<file path="config.mk">
export PLATFORM = sky130hd
export DESIGN_NAME = arcade_drive_mixer_failsafe
export DESIGN_NICKNAME = d
export VERILOG_FILES = /design/src/adm_pkg.sv /design/src/arcade_drive_mixer_failsafe.sv /design/src/adm_front.sv /design/src/adm_queue.sv /design/src/adm_back.sv
export SDC_FILE = /design/constraint.sdc
export NUM_CORES = 2
export LEC_CHECK = 0
export BUFFER_PORTS_ARGS = -buffer_cell sky130_fd_sc_hd__buf_2
export CAP_MARGIN = 20
export CORE_MARGIN = 2
export CORE_UTILIZATION = 40
export CTS_CLUSTER_DIAMETER = 100
export DETAILED_ROUTE_END_ITERATION = 7
export PLACE_DENSITY_LB_ADDON = 0.05
export REMOVE_ABC_BUFFERS = 1
export SLEW_MARGIN = 15
export SYNTH_ARGS = -nofsm -noshare
export SYNTH_HDL_FRONTEND = slang
export SYNTH_SLANG_ARGS = --single-unit
</file>
<file path="constraint.sdc">
create_clock -name clk_i -period 9.8 [get_ports clk_i]
set_clock_uncertainty 0.2 [all_clocks]
set_input_delay 0.98 -clock clk_i [delete_from_list [all_inputs] [get_ports clk_i]]
set_output_delay 0.98 -clock clk_i [all_outputs]
set_load 0.03 [all_outputs]
</file>
<file path="src/adm_pkg.sv">
package adm_pkg;

  // Item kinds carried on the action field
  typedef enum logic [1:0] {
    ACT_TICK   = 2'd0,
    ACT_JOY    = 2'd1,
    ACT_ENABLE = 2'd2,
    ACT_OTHER  = 2'd3
  } action_e;

  // Largest axis magnitude after clamping
  localparam int AXIS_MAX = 32767;

  // Axis value width after clamping
  localparam int AXIS_BITS = 16;

  // Queue depth between front and back
  localparam int QDEPTH = 2;
  localparam int PTR_W  = $clog2(QDEPTH);

  // Work handed from the front to the back: a zero axis pair with write set
  // yields the neutral pulse
  typedef struct packed {
    logic                        write;
    logic signed [AXIS_BITS-1:0] left;
    logic signed [AXIS_BITS-1:0] right;
    logic                        hb;
    logic                        enabled;
  } cmd_t;

endpackage

</file>
<file path="src/arcade_drive_mixer_failsafe.sv">
// Arcade drive mixer with motor failsafe and heartbeat timer.
//
// Input channel (in_valid_i / in_ready_o) carries one transaction per
// decoded radio packet or per one millisecond tick. Output channel
// (out_valid_o / out_ready_i) returns exactly one result per input
// transaction, in order: motor duties when a drive write happens, the
// heartbeat request and the enabled flag after that transaction.
// The APB port sets the station address (0x00), the motor timeout (0x08)
// and the heartbeat interval (0x10); write it only while the block is idle.
//
// The back end runs each transaction through a four-step duty sequencer
// (magnitude, scale, reciprocal divide, correct) and takes a new one only
// once the last has left that sequence. The front end takes a transaction
// when the queue has room and a two-entry queue buffers it, so up to four
// transactions may be in flight while the receiver stalls; in_ready_o drops
// only when the queue is full. Reset clears the enabled flag, the sender
// flag and both millisecond counters, and loads the register defaults.
module arcade_drive_mixer_failsafe #(
  parameter int DUTY_BITS = 14,
  parameter int TIME_BITS = 16
) (
  input  logic                 clk_i,
  input  logic                 rst_ni,
  input  logic                 in_valid_i,
  output logic                 in_ready_o,
  input  adm_pkg::action_e     action_i,
  input  logic signed [15:0]   axis_ly_i,
  input  logic signed [15:0]   axis_rx_i,
  input  logic [47:0]          target_address_i,
  input  logic [7:0]           enable_value_i,
  input  logic                 length_ok_i,
  output logic                 out_valid_o,
  input  logic                 out_ready_i,
  output logic                 drive_write_o,
  output logic [DUTY_BITS-1:0] left_duty_o,
  output logic [DUTY_BITS-1:0] right_duty_o,
  output logic                 heartbeat_send_o,
  output logic                 enabled_status_o,
  input  logic                 psel,
  input  logic                 penable,
  input  logic                 pwrite,
  input  logic [4:0]           paddr,
  input  logic [63:0]          pwdata,
  output logic [63:0]          prdata,
  output logic                 pready
);
  import adm_pkg::*;

  localparam logic [1:0] REG_OWN_ADDR = 2'd0;
  localparam logic [1:0] REG_TIMEOUT  = 2'd1;
  localparam logic [1:0] REG_HB_INT   = 2'd2;

  logic [47:0] own_addr_q;
  logic [15:0] timeout_q;
  logic [15:0] hb_int_q;
  logic [1:0]  reg_idx;
  logic        cfg_wr;

  logic        push, full, pop, head_valid;
  cmd_t        push_cmd, head_cmd;

  assign pready  = 1'b1;
  assign reg_idx = paddr[4:3];
  assign cfg_wr  = psel && penable && pwrite;

  // Write the configuration registers
  always_ff @(posedge clk_i or negedge rst_ni) begin
    if (!rst_ni) begin
      own_addr_q <= '0;
      timeout_q  <= 16'd500;
      hb_int_q   <= 16'd1000;
    end else if (cfg_wr) begin
      case (reg_idx)
        REG_OWN_ADDR: own_addr_q <= pwdata[47:0];
        REG_TIMEOUT:  timeout_q  <= pwdata[15:0];
        REG_HB_INT:   hb_int_q   <= pwdata[15:0];
        default:      ;
      endcase
    end
  end

  // Read back the addressed register
  always_comb begin
    case (reg_idx)
      REG_OWN_ADDR: prdata = 64'(own_addr_q);
      REG_TIMEOUT:  prdata = 64'(timeout_q);
      REG_HB_INT:   prdata = 64'(hb_int_q);
      default:      prdata = '0;
    endcase
  end

  adm_front #(
    .TIME_BITS(TIME_BITS)
  ) u_front (
    .clk_i               (clk_i),
    .rst_ni              (rst_ni),
    .in_valid_i          (in_valid_i),
    .in_ready_o          (in_ready_o),
    .action_i            (action_i),
    .axis_ly_i           (axis_ly_i),
    .axis_rx_i           (axis_rx_i),
    .target_address_i    (target_address_i),
    .enable_value_i      (enable_value_i),
    .length_ok_i         (length_ok_i),
    .own_address_i       (own_addr_q),
    .motor_timeout_i     (timeout_q),
    .heartbeat_interval_i(hb_int_q),
    .full_i              (full),
    .push_o              (push),
    .cmd_o               (push_cmd)
  );

  adm_queue u_queue (
    .clk_i     (clk_i),
    .rst_ni    (rst_ni),
    .push_i    (push),
    .push_cmd_i(push_cmd),
    .full_o    (full),
    .pop_i     (pop),
    .valid_o   (head_valid),
    .head_o    (head_cmd)
  );

  adm_back #(
    .DUTY_BITS(DUTY_BITS)
  ) u_back (
    .clk_i           (clk_i),
    .rst_ni          (rst_ni),
    .head_valid_i    (head_valid),
    .head_i          (head_cmd),
    .pop_o           (pop),
    .out_valid_o     (out_valid_o),
    .out_ready_i     (out_ready_i),
    .drive_write_o   (drive_write_o),
    .left_duty_o     (left_duty_o),
    .right_duty_o    (right_duty_o),
    .heartbeat_send_o(heartbeat_send_o),
    .enabled_status_o(enabled_status_o)
  );

endmodule

</file>
<file path="src/adm_front.sv">
module adm_front #(
  parameter int TIME_BITS = 16
) (
  input  logic                  clk_i,
  input  logic                  rst_ni,
  input  logic                  in_valid_i,
  output logic                  in_ready_o,
  input  adm_pkg::action_e      action_i,
  input  logic signed [15:0]    axis_ly_i,
  input  logic signed [15:0]    axis_rx_i,
  input  logic [47:0]           target_address_i,
  input  logic [7:0]            enable_value_i,
  input  logic                  length_ok_i,
  input  logic [47:0]           own_address_i,
  input  logic [15:0]           motor_timeout_i,
  input  logic [15:0]           heartbeat_interval_i,
  input  logic                  full_i,
  output logic                  push_o,
  output adm_pkg::cmd_t         cmd_o
);
  import adm_pkg::*;

  localparam int CW = (TIME_BITS > 16) ? TIME_BITS : 16;
  localparam logic [TIME_BITS-1:0] TIME_MAX = '1;
  localparam logic signed [17:0] SUM_HI = 18'(AXIS_MAX);
  localparam logic signed [17:0] SUM_LO = -SUM_HI;

  logic                 enabled_q, enabled_d;
  logic                 seen_q, seen_d;
  logic [TIME_BITS-1:0] sj_q, sj_d, sj_inc;
  logic [TIME_BITS-1:0] shb_q, shb_d, shb_inc;
  logic                 accept;
  logic                 addr_hit;
  logic signed [17:0]   fwd, sum_l, sum_r;
  cmd_t                 cmd;

  function automatic logic signed [AXIS_BITS-1:0] clamp_sum(logic signed [17:0] s);
    logic signed [17:0] c;
    c = s;
    if (s > SUM_HI) c = SUM_HI;
    if (s < SUM_LO) c = SUM_LO;
    return c[AXIS_BITS-1:0];
  endfunction

  assign in_ready_o = !full_i;
  assign accept     = in_valid_i && in_ready_o;
  assign push_o     = accept;
  assign cmd_o      = cmd;

  // Mix the sticks into left and right drive values
  assign fwd   = -(18'(axis_ly_i));
  assign sum_l = fwd + 18'(axis_rx_i);
  assign sum_r = fwd - 18'(axis_rx_i);

  assign addr_hit = (target_address_i == '1) || (target_address_i == own_address_i);

  // Classify the transaction and work out the next state
  always_comb begin
    sj_inc  = (sj_q == TIME_MAX) ? sj_q : sj_q + TIME_BITS'(1);
    shb_inc = (shb_q == TIME_MAX) ? shb_q : shb_q + TIME_BITS'(1);
    enabled_d   = enabled_q;
    seen_d      = seen_q;
    sj_d        = sj_q;
    shb_d       = shb_q;
    cmd.write   = 1'b0;
    cmd.left    = '0;
    cmd.right   = '0;
    cmd.hb      = 1'b0;
    case (action_i)
      ACT_TICK: begin
        sj_d  = sj_inc;
        shb_d = shb_inc;
        if (enabled_q && (CW'(sj_inc) > CW'(motor_timeout_i))) begin
          cmd.write = 1'b1;
        end
        if (CW'(shb_inc) >= CW'(heartbeat_interval_i)) begin
          shb_d  = '0;
          cmd.hb = seen_q;
        end
      end
      ACT_JOY: begin
        seen_d = 1'b1;
        if (length_ok_i && enabled_q) begin
          sj_d      = '0;
          cmd.write = 1'b1;
          cmd.left  = clamp_sum(sum_l);
          cmd.right = clamp_sum(sum_r);
        end
      end
      ACT_ENABLE: begin
        seen_d = 1'b1;
        if (length_ok_i && addr_hit) begin
          enabled_d = (enable_value_i != 8'd0);
        end
      end
      default: begin
        seen_d = 1'b1;
      end
    endcase
    cmd.enabled = enabled_d;
  end

  // Hold the station state, advance it on each accepted transaction
  always_ff @(posedge clk_i or negedge rst_ni) begin
    if (!rst_ni) begin
      enabled_q <= 1'b0;
      seen_q    <= 1'b0;
      sj_q      <= '0;
      shb_q     <= '0;
    end else if (accept) begin
      enabled_q <= enabled_d;
      seen_q    <= seen_d;
      sj_q      <= sj_d;
      shb_q     <= shb_d;
    end
  end

  a_joy_clears_timer: assert property (@(posedge clk_i) disable iff (!rst_ni)
    (accept && action_i == ACT_JOY && length_ok_i && enabled_q) |=> (sj_q == '0))
    else $error("accepted joystick did not clear the motor timer");

  a_short_keeps_enable: assert property (@(posedge clk_i) disable iff (!rst_ni)
    (accept && !length_ok_i) |=> (enabled_q == $past(enabled_q)))
    else $error("short packet changed the enabled flag");

endmodule

</file>
<file path="src/adm_queue.sv">
module adm_queue (
  input  logic          clk_i,
  input  logic          rst_ni,
  input  logic          push_i,
  input  adm_pkg::cmd_t push_cmd_i,
  output logic          full_o,
  input  logic          pop_i,
  output logic          valid_o,
  output adm_pkg::cmd_t head_o
);
  import adm_pkg::*;

  cmd_t             mem_q [QDEPTH];
  logic [PTR_W-1:0] wr_ptr_q, rd_ptr_q;
  logic [PTR_W:0]   count_q;

  assign full_o  = (count_q == (PTR_W + 1)'(QDEPTH));
  assign valid_o = (count_q != '0);
  assign head_o  = mem_q[rd_ptr_q];

  // Track pointers and fill level
  always_ff @(posedge clk_i or negedge rst_ni) begin
    if (!rst_ni) begin
      wr_ptr_q <= '0;
      rd_ptr_q <= '0;
      count_q  <= '0;
    end else begin
      if (push_i) wr_ptr_q <= wr_ptr_q + PTR_W'(1);
      if (pop_i)  rd_ptr_q <= rd_ptr_q + PTR_W'(1);
      if (push_i && !pop_i)      count_q <= count_q + (PTR_W + 1)'(1);
      else if (pop_i && !push_i) count_q <= count_q - (PTR_W + 1)'(1);
    end
  end

  // Store the pushed command
  always_ff @(posedge clk_i) begin
    if (push_i) mem_q[wr_ptr_q] <= push_cmd_i;
  end

  a_fill_bound: assert property (@(posedge clk_i) disable iff (!rst_ni)
    count_q <= (PTR_W + 1)'(QDEPTH))
    else $error("queue fill level above depth");

  a_no_underflow: assert property (@(posedge clk_i) disable iff (!rst_ni)
    pop_i |-> (count_q != '0))
    else $error("pop from empty queue");

  a_no_overflow: assert property (@(posedge clk_i) disable iff (!rst_ni)
    (push_i && !pop_i) |-> !full_o)
    else $error("push into full queue");

endmodule

</file>
<file path="src/adm_back.sv">
module adm_back #(
  parameter int DUTY_BITS = 14
) (
  input  logic                 clk_i,
  input  logic                 rst_ni,
  input  logic                 head_valid_i,
  input  adm_pkg::cmd_t        head_i,
  output logic                 pop_o,
  output logic                 out_valid_o,
  input  logic                 out_ready_i,
  output logic                 drive_write_o,
  output logic [DUTY_BITS-1:0] left_duty_o,
  output logic [DUTY_BITS-1:0] right_duty_o,
  output logic                 heartbeat_send_o,
  output logic                 enabled_status_o
);
  import adm_pkg::*;

  // Pulse mapping: 1500 +/- |v|*500/32767, duty = us*(2^DUTY_BITS-1)/20000
  localparam int NEUTRAL_US  = 1500;
  localparam int PULSE_SPAN  = 500;
  localparam int MAG_BITS    = 24;
  localparam int US_BITS     = 11;
  localparam int DUTY_FULL   = (1 << DUTY_BITS) - 1;
  // 20000 = 32 * 625: shift out the power of two, then divide by 625
  localparam int PERIOD_SHIFT = 5;
  localparam int PERIOD_ODD   = 625;
  localparam int RECIP_SHIFT  = 32;
  localparam int RECIP_ODD    = 6871947;
  localparam int PW  = US_BITS + DUTY_BITS;
  localparam int PDW = PW - PERIOD_SHIFT;
  localparam int QPW = PDW + 23;
  localparam int QW  = QPW - RECIP_SHIFT;

  typedef enum logic [1:0] {
    ST_IDLE,
    ST_MUL,
    ST_DIV,
    ST_FIN
  } state_e;

  state_e                state_q;
  logic [MAG_BITS-1:0]   m_q    [2];
  logic                  neg_q  [2];
  logic [PDW-1:0]        pdiv_q [2];
  logic [QW-1:0]         qe_q   [2];
  logic                  write_q, hb_q, en_q;

  logic                  out_valid_q;
  logic                  drive_write_q, hb_out_q, en_out_q;
  logic [DUTY_BITS-1:0]  left_q, right_q;

  logic signed [AXIS_BITS-1:0] axis   [2];
  logic [AXIS_BITS-1:0]        absv   [2];
  logic [MAG_BITS-1:0]         m_d    [2];
  logic [8:0]                  q0     [2];
  logic [15:0]                 rem_a  [2];
  logic [9:0]                  quo    [2];
  logic [US_BITS-1:0]          us     [2];
  logic [PW-1:0]               prod   [2];
  logic [QPW-1:0]              prod_q [2];
  logic [PDW-1:0]              rem_b  [2];
  logic [DUTY_BITS-1:0]        duty   [2];
  logic                        out_free;

  assign axis[0]  = head_i.left;
  assign axis[1]  = head_i.right;
  assign out_free = !out_valid_q || out_ready_i;
  assign pop_o    = (state_q == ST_IDLE) && head_valid_i;

  // Per-lane datapath for each step of the sequence
  always_comb begin
    for (int l = 0; l < 2; l++) begin
      absv[l]   = axis[l][AXIS_BITS-1] ? AXIS_BITS'(-axis[l]) : AXIS_BITS'(axis[l]);
      m_d[l]    = MAG_BITS'(absv[l][AXIS_BITS-2:0]) * MAG_BITS'(PULSE_SPAN);
      // Divide by 32767 = 2^15 - 1 with one correction step
      q0[l]     = m_q[l][MAG_BITS-1:15];
      rem_a[l]  = 16'(m_q[l][14:0]) + 16'(q0[l]);
      quo[l]    = 10'(q0[l]) + ((rem_a[l] >= 16'(AXIS_MAX)) ? 10'd1 : 10'd0);
      us[l]     = neg_q[l] ? US_BITS'(NEUTRAL_US) - US_BITS'(quo[l])
                           : US_BITS'(NEUTRAL_US) + US_BITS'(quo[l]);
      prod[l]   = PW'(us[l]) * PW'(DUTY_FULL);
      prod_q[l] = QPW'(pdiv_q[l]) * QPW'(RECIP_ODD);
      rem_b[l]  = pdiv_q[l] - PDW'(PDW'(qe_q[l]) * PDW'(PERIOD_ODD));
      duty[l]   = DUTY_BITS'(qe_q[l])
                + ((rem_b[l] >= PDW'(PERIOD_ODD)) ? DUTY_BITS'(1) : DUTY_BITS'(0));
    end
  end

  // Sequence one command through magnitude, scale, divide and result
  always_ff @(posedge clk_i or negedge rst_ni) begin
    if (!rst_ni) begin
      state_q     <= ST_IDLE;
      out_valid_q <= 1'b0;
    end else begin
      // Raise the result when the sequence ends, drop it once taken
      if (state_q == ST_FIN && out_free) begin
        out_valid_q <= 1'b1;
      end else if (out_ready_i) begin
        out_valid_q <= 1'b0;
      end
      case (state_q)
        ST_IDLE: begin
          if (head_valid_i) begin
            for (int l = 0; l < 2; l++) begin
              m_q[l]   <= m_d[l];
              neg_q[l] <= axis[l][AXIS_BITS-1];
            end
            write_q <= head_i.write;
            hb_q    <= head_i.hb;
            en_q    <= head_i.enabled;
            state_q <= ST_MUL;
          end
        end
        ST_MUL: begin
          for (int l = 0; l < 2; l++) begin
            pdiv_q[l] <= prod[l][PW-1:PERIOD_SHIFT];
          end
          state_q <= ST_DIV;
        end
        ST_DIV: begin
          for (int l = 0; l < 2; l++) begin
            qe_q[l] <= prod_q[l][QPW-1:RECIP_SHIFT];
          end
          state_q <= ST_FIN;
        end
        ST_FIN: begin
          if (out_free) begin
            drive_write_q <= write_q;
            left_q        <= write_q ? duty[0] : '0;
            right_q       <= write_q ? duty[1] : '0;
            hb_out_q      <= hb_q;
            en_out_q      <= en_q;
            state_q       <= ST_IDLE;
          end
        end
        default: begin
          state_q <= ST_IDLE;
        end
      endcase
    end
  end

  assign out_valid_o      = out_valid_q;
  assign drive_write_o    = drive_write_q;
  assign left_duty_o      = left_q;
  assign right_duty_o     = right_q;
  assign heartbeat_send_o = hb_out_q;
  assign enabled_status_o = en_out_q;

  a_idle_duty_zero: assert property (@(posedge clk_i) disable iff (!rst_ni)
    (out_valid_o && !drive_write_o) |-> (left_duty_o == '0 && right_duty_o == '0))
    else $error("duty nonzero on a result without a drive write");

  a_no_result_lost: assert property (@(posedge clk_i) disable iff (!rst_ni)
    (state_q == ST_FIN && out_valid_q && !out_ready_i) |=> (state_q == ST_FIN))
    else $error("result step left while the output was still held");

endmodule
</file>
==> reports/metrics.cfg <==
[critical_path]
startpoint_type=register
reg2regPathDepth=40
startpoint=u_back.m_q[0][37]
required_ns=9.95
r2r_slack_ns=0.61
r2r_start=u_back.m_q[0][37]
critPathMaxStageDelay_ns=0.56
timing.critical_path.arrival_ns=9.34
critPathKind=reg2reg
crit_end=u_back.pdiv_q[0][39]
r2r-end=u_back.pdiv_q[0][39]
cp_slowest_cell=fa_1
critPathMaxFanout=5
cp-end-kind=register

[layout]
drive_gt1_share_pct=10.28
area_growth_pct=9.954
final_common_cell=inv_1
fin_nets=7013
design_area_um2=55560
final_cell_mix=inv_1, ha_1, fa_1

[sta]
worst_pin_slew_ns=1.039
slew_headroom_pct=30.24
finalHoldViolations=0
finalSetupViolCount=0
maxSlewViolCount=0
finalCritPeriodShare_pct=93.76
min_period_ns=9.188
clock.fmax_ghz=0.1088

[floorplanning]
initial_core_util_pct=40.29
ios=265
fp.dieH_um=359.4
dieArea_um2=129200
num_rows=130
core_um2=125400
die_x_um=359.4

[detailed_routing]
drt_wl_total_um=117700
routed_via_density=4.826
drcViolationCount=0
drt_pre_antenna_iters=5
first_iter_violations=1494
vias=33935
ant_nets=0
wl_per_cell_um=16.74

[clock_network]
hold_buffers=0
clk_pin_slew_ns=0.06
cts.sink_count=329
clockBufferDepth=3
htree_levels=2
cts_buffers=45
clkLatencyLatePin_ns=0.63
cts_tree=built
cts_root_buffer=clkbuf_16

[synth]
seq_area_frac_synth_pct=18.38
syn_inst=5062
synth-async-reset-ratio_pct=36.78
ys_warn_count=0
synth_edf_count=208
ys_ff_latch=329
syn_area_per_cell_um2=9.982
ys.flop_type=edfxtp_1
synth_cell_type_count=103
netlist_area_um2=50530

[global_route]
grt_pass1_vias=35155
antenna_found_initial=3
grt.overflow.total=0
grt_util_all_layers_pct=18.53
grt_max_degree=78
grt_pass1_wl_um=191600

[flow_run]
maxCapViolations=0

[status]
status=finished clean

[placed_design]
gp_congestion=0.8991
placed_area_um2=53790
io_buffers=224
dp_hpwl_um=101000

[hold_path]
hp-class=in2async

## flip-flops by register name, summed over array words and instances, names as in the netlist, 16 cells and up
register,cells
hb_int_q,16
own_addr_q,48
timeout_q,16
u_back.m_q,44
u_back.pdiv_q,40
u_back.qe_q,22
u_front.shb_q,16
u_front.sj_q,16
u_queue.mem_q,70
## how the worst min path moves through the flow
stage | from | to | slack, ns | cells past startpoint
finish | rst_ni | own_addr_q[29] | 0.19 | 1
global route | u_back.hb_q | u_back.heartbeat_send_o | 0.20 | 0
CTS | rst_ni | own_addr_q[29] | 0.18 | 1
detailed placement | u_back.hb_q | u_back.heartbeat_send_o | 0.22 | 0
global placement | u_back.en_q | u_back.enabled_status_o | 0.20 | 0
floorplan | u_back.en_q | u_back.enabled_status_o | 0.20 | 0
## synthesized netlist by cell type (7+ instances only)
library cell | count | area share (%)
a211oi_1 | 19 | 0.28
a21boi_0 | 8 | 0.12
a21o_1 | 57 | 0.85
a21oi_1 | 161 | 1.6
a21oi_2 | 10 | 0.17
a221oi_1 | 8 | 0.14
a22o_1 | 17 | 0.29
a31oi_1 | 20 | 0.25
and2_1 | 64 | 0.79
and3_1 | 37 | 0.46
buf_2 | 7 | 0.069
buf_4 | 25 | 0.37
clkbuf_1 | 35 | 0.26
dfrtp_1 | 109 | 5.4
dfstp_2 | 12 | 0.62
edfxtp_1 | 208 | 12
fa_1 | 626 | 25
ha_1 | 876 | 22
inv_1 | 1199 | 8.9
mux2_2 | 61 | 1.4
mux2i_1 | 57 | 1.1
nand2_1 | 187 | 1.4
nand2b_1 | 29 | 0.36
nand3_1 | 61 | 0.60
nand4_1 | 54 | 0.67
nor2_1 | 206 | 1.5
nor2_2 | 8 | 0.099
nor2b_1 | 37 | 0.46
nor3_1 | 66 | 0.65
nor3b_1 | 11 | 0.16
nor4_1 | 27 | 0.33
o211ai_1 | 13 | 0.19
o21a_1 | 41 | 0.61
o21ai_0 | 169 | 1.7
o21ai_1 | 8 | 0.079
o21bai_1 | 18 | 0.27
o22ai_1 | 7 | 0.087
o31ai_1 | 12 | 0.18
or2_2 | 15 | 0.19
or3_1 | 17 | 0.21
xnor2_1 | 184 | 3.2
xor2_1 | 137 | 2.4
## cell type report
cell class / count / area [µm²]
Antenna cell: 1 / 2.502
Clock buffer: 62 / 1230
Clock inverter: 21 / 251.5
Fill cell: 12264 / 69850
Inverter: 1200 / 4504
Multi-Input combinational cell: 3472 / 36520
Sequential cell: 329 / 9290
Tap cell: 1650 / 2064
Timing Repair Buffer: 296 / 1700
## layer usage
layer  wire (µm)  track usage (%)  vias to the layer above  share of wire [%]
met5          11                0                        -             0.0093
li1            -                -                    17018                  -
met4        1778            3.304                        2                1.5
met1       57240            25.95                    16439                 49
met3        3273            1.979                       87                2.8
met2       55390            31.23                      389                 47
## worst max-delay path, delay by kind of cell (launching register included)
kind	cells	cell delay, ns
xor gates and xnor gates	3	0.52
AOI/OAI and AO/OA	16	2.72
buffers and inverters	5	0.35
DFF	1	0.40
and+or+nand+nor	5	0.65
muxes	1	0.26
adders and majority gates	10	3.83
## cells by family (layout without fill, tap and decap cells)
group | count (synthesis) | in the layout | synth area share (%)
fa+ha+maj | 1502 | 1502 | 46.49
buf+inv | 1280 | 1579 | 9.883
simple gates | 853 | 853 | 8.479
compound gates | 652 | 652 | 8.543
flops | 329 | 329 | 18.38
xor+xnor | 325 | 325 | 5.693
mux | 119 | 119 | 2.511
other cells | 2 | 22 | 0.01486
## metrics by stage
step / TNS (ns) / util (%) / hold slack, ns / cells / worst slack (ns)
2_1_floorplan: 0 / - / 0.2003 / 5001 / 0.5258
3_3_place_gp: 0 / 42.89 / 0.2046 / 6933 / 0.09414
3_5_place_dp: 0 / 42.89 / 0.2180 / 6933 / 0.01273
4_1_cts: 0 / 44.08 / 0.1800 / 7016 / 0.0004592
5_1_grt: -0.02128 / 44.30 / 0.1958 / 7030 / -0.02128
6_report: 0 / 44.30 / 0.1913 / 7031 / 0.6116
## timing repair
action	in CTS	in global routing
endpoints found under the setup margin	1	16
pin swaps	0	11
resized for setup	1	40
setup buffers	0	12
endpoints found under the hold margin	0	0
Power is not shown: default switching activity piles up to over one toggle a cycle in this logic, so the estimate is an artifact.
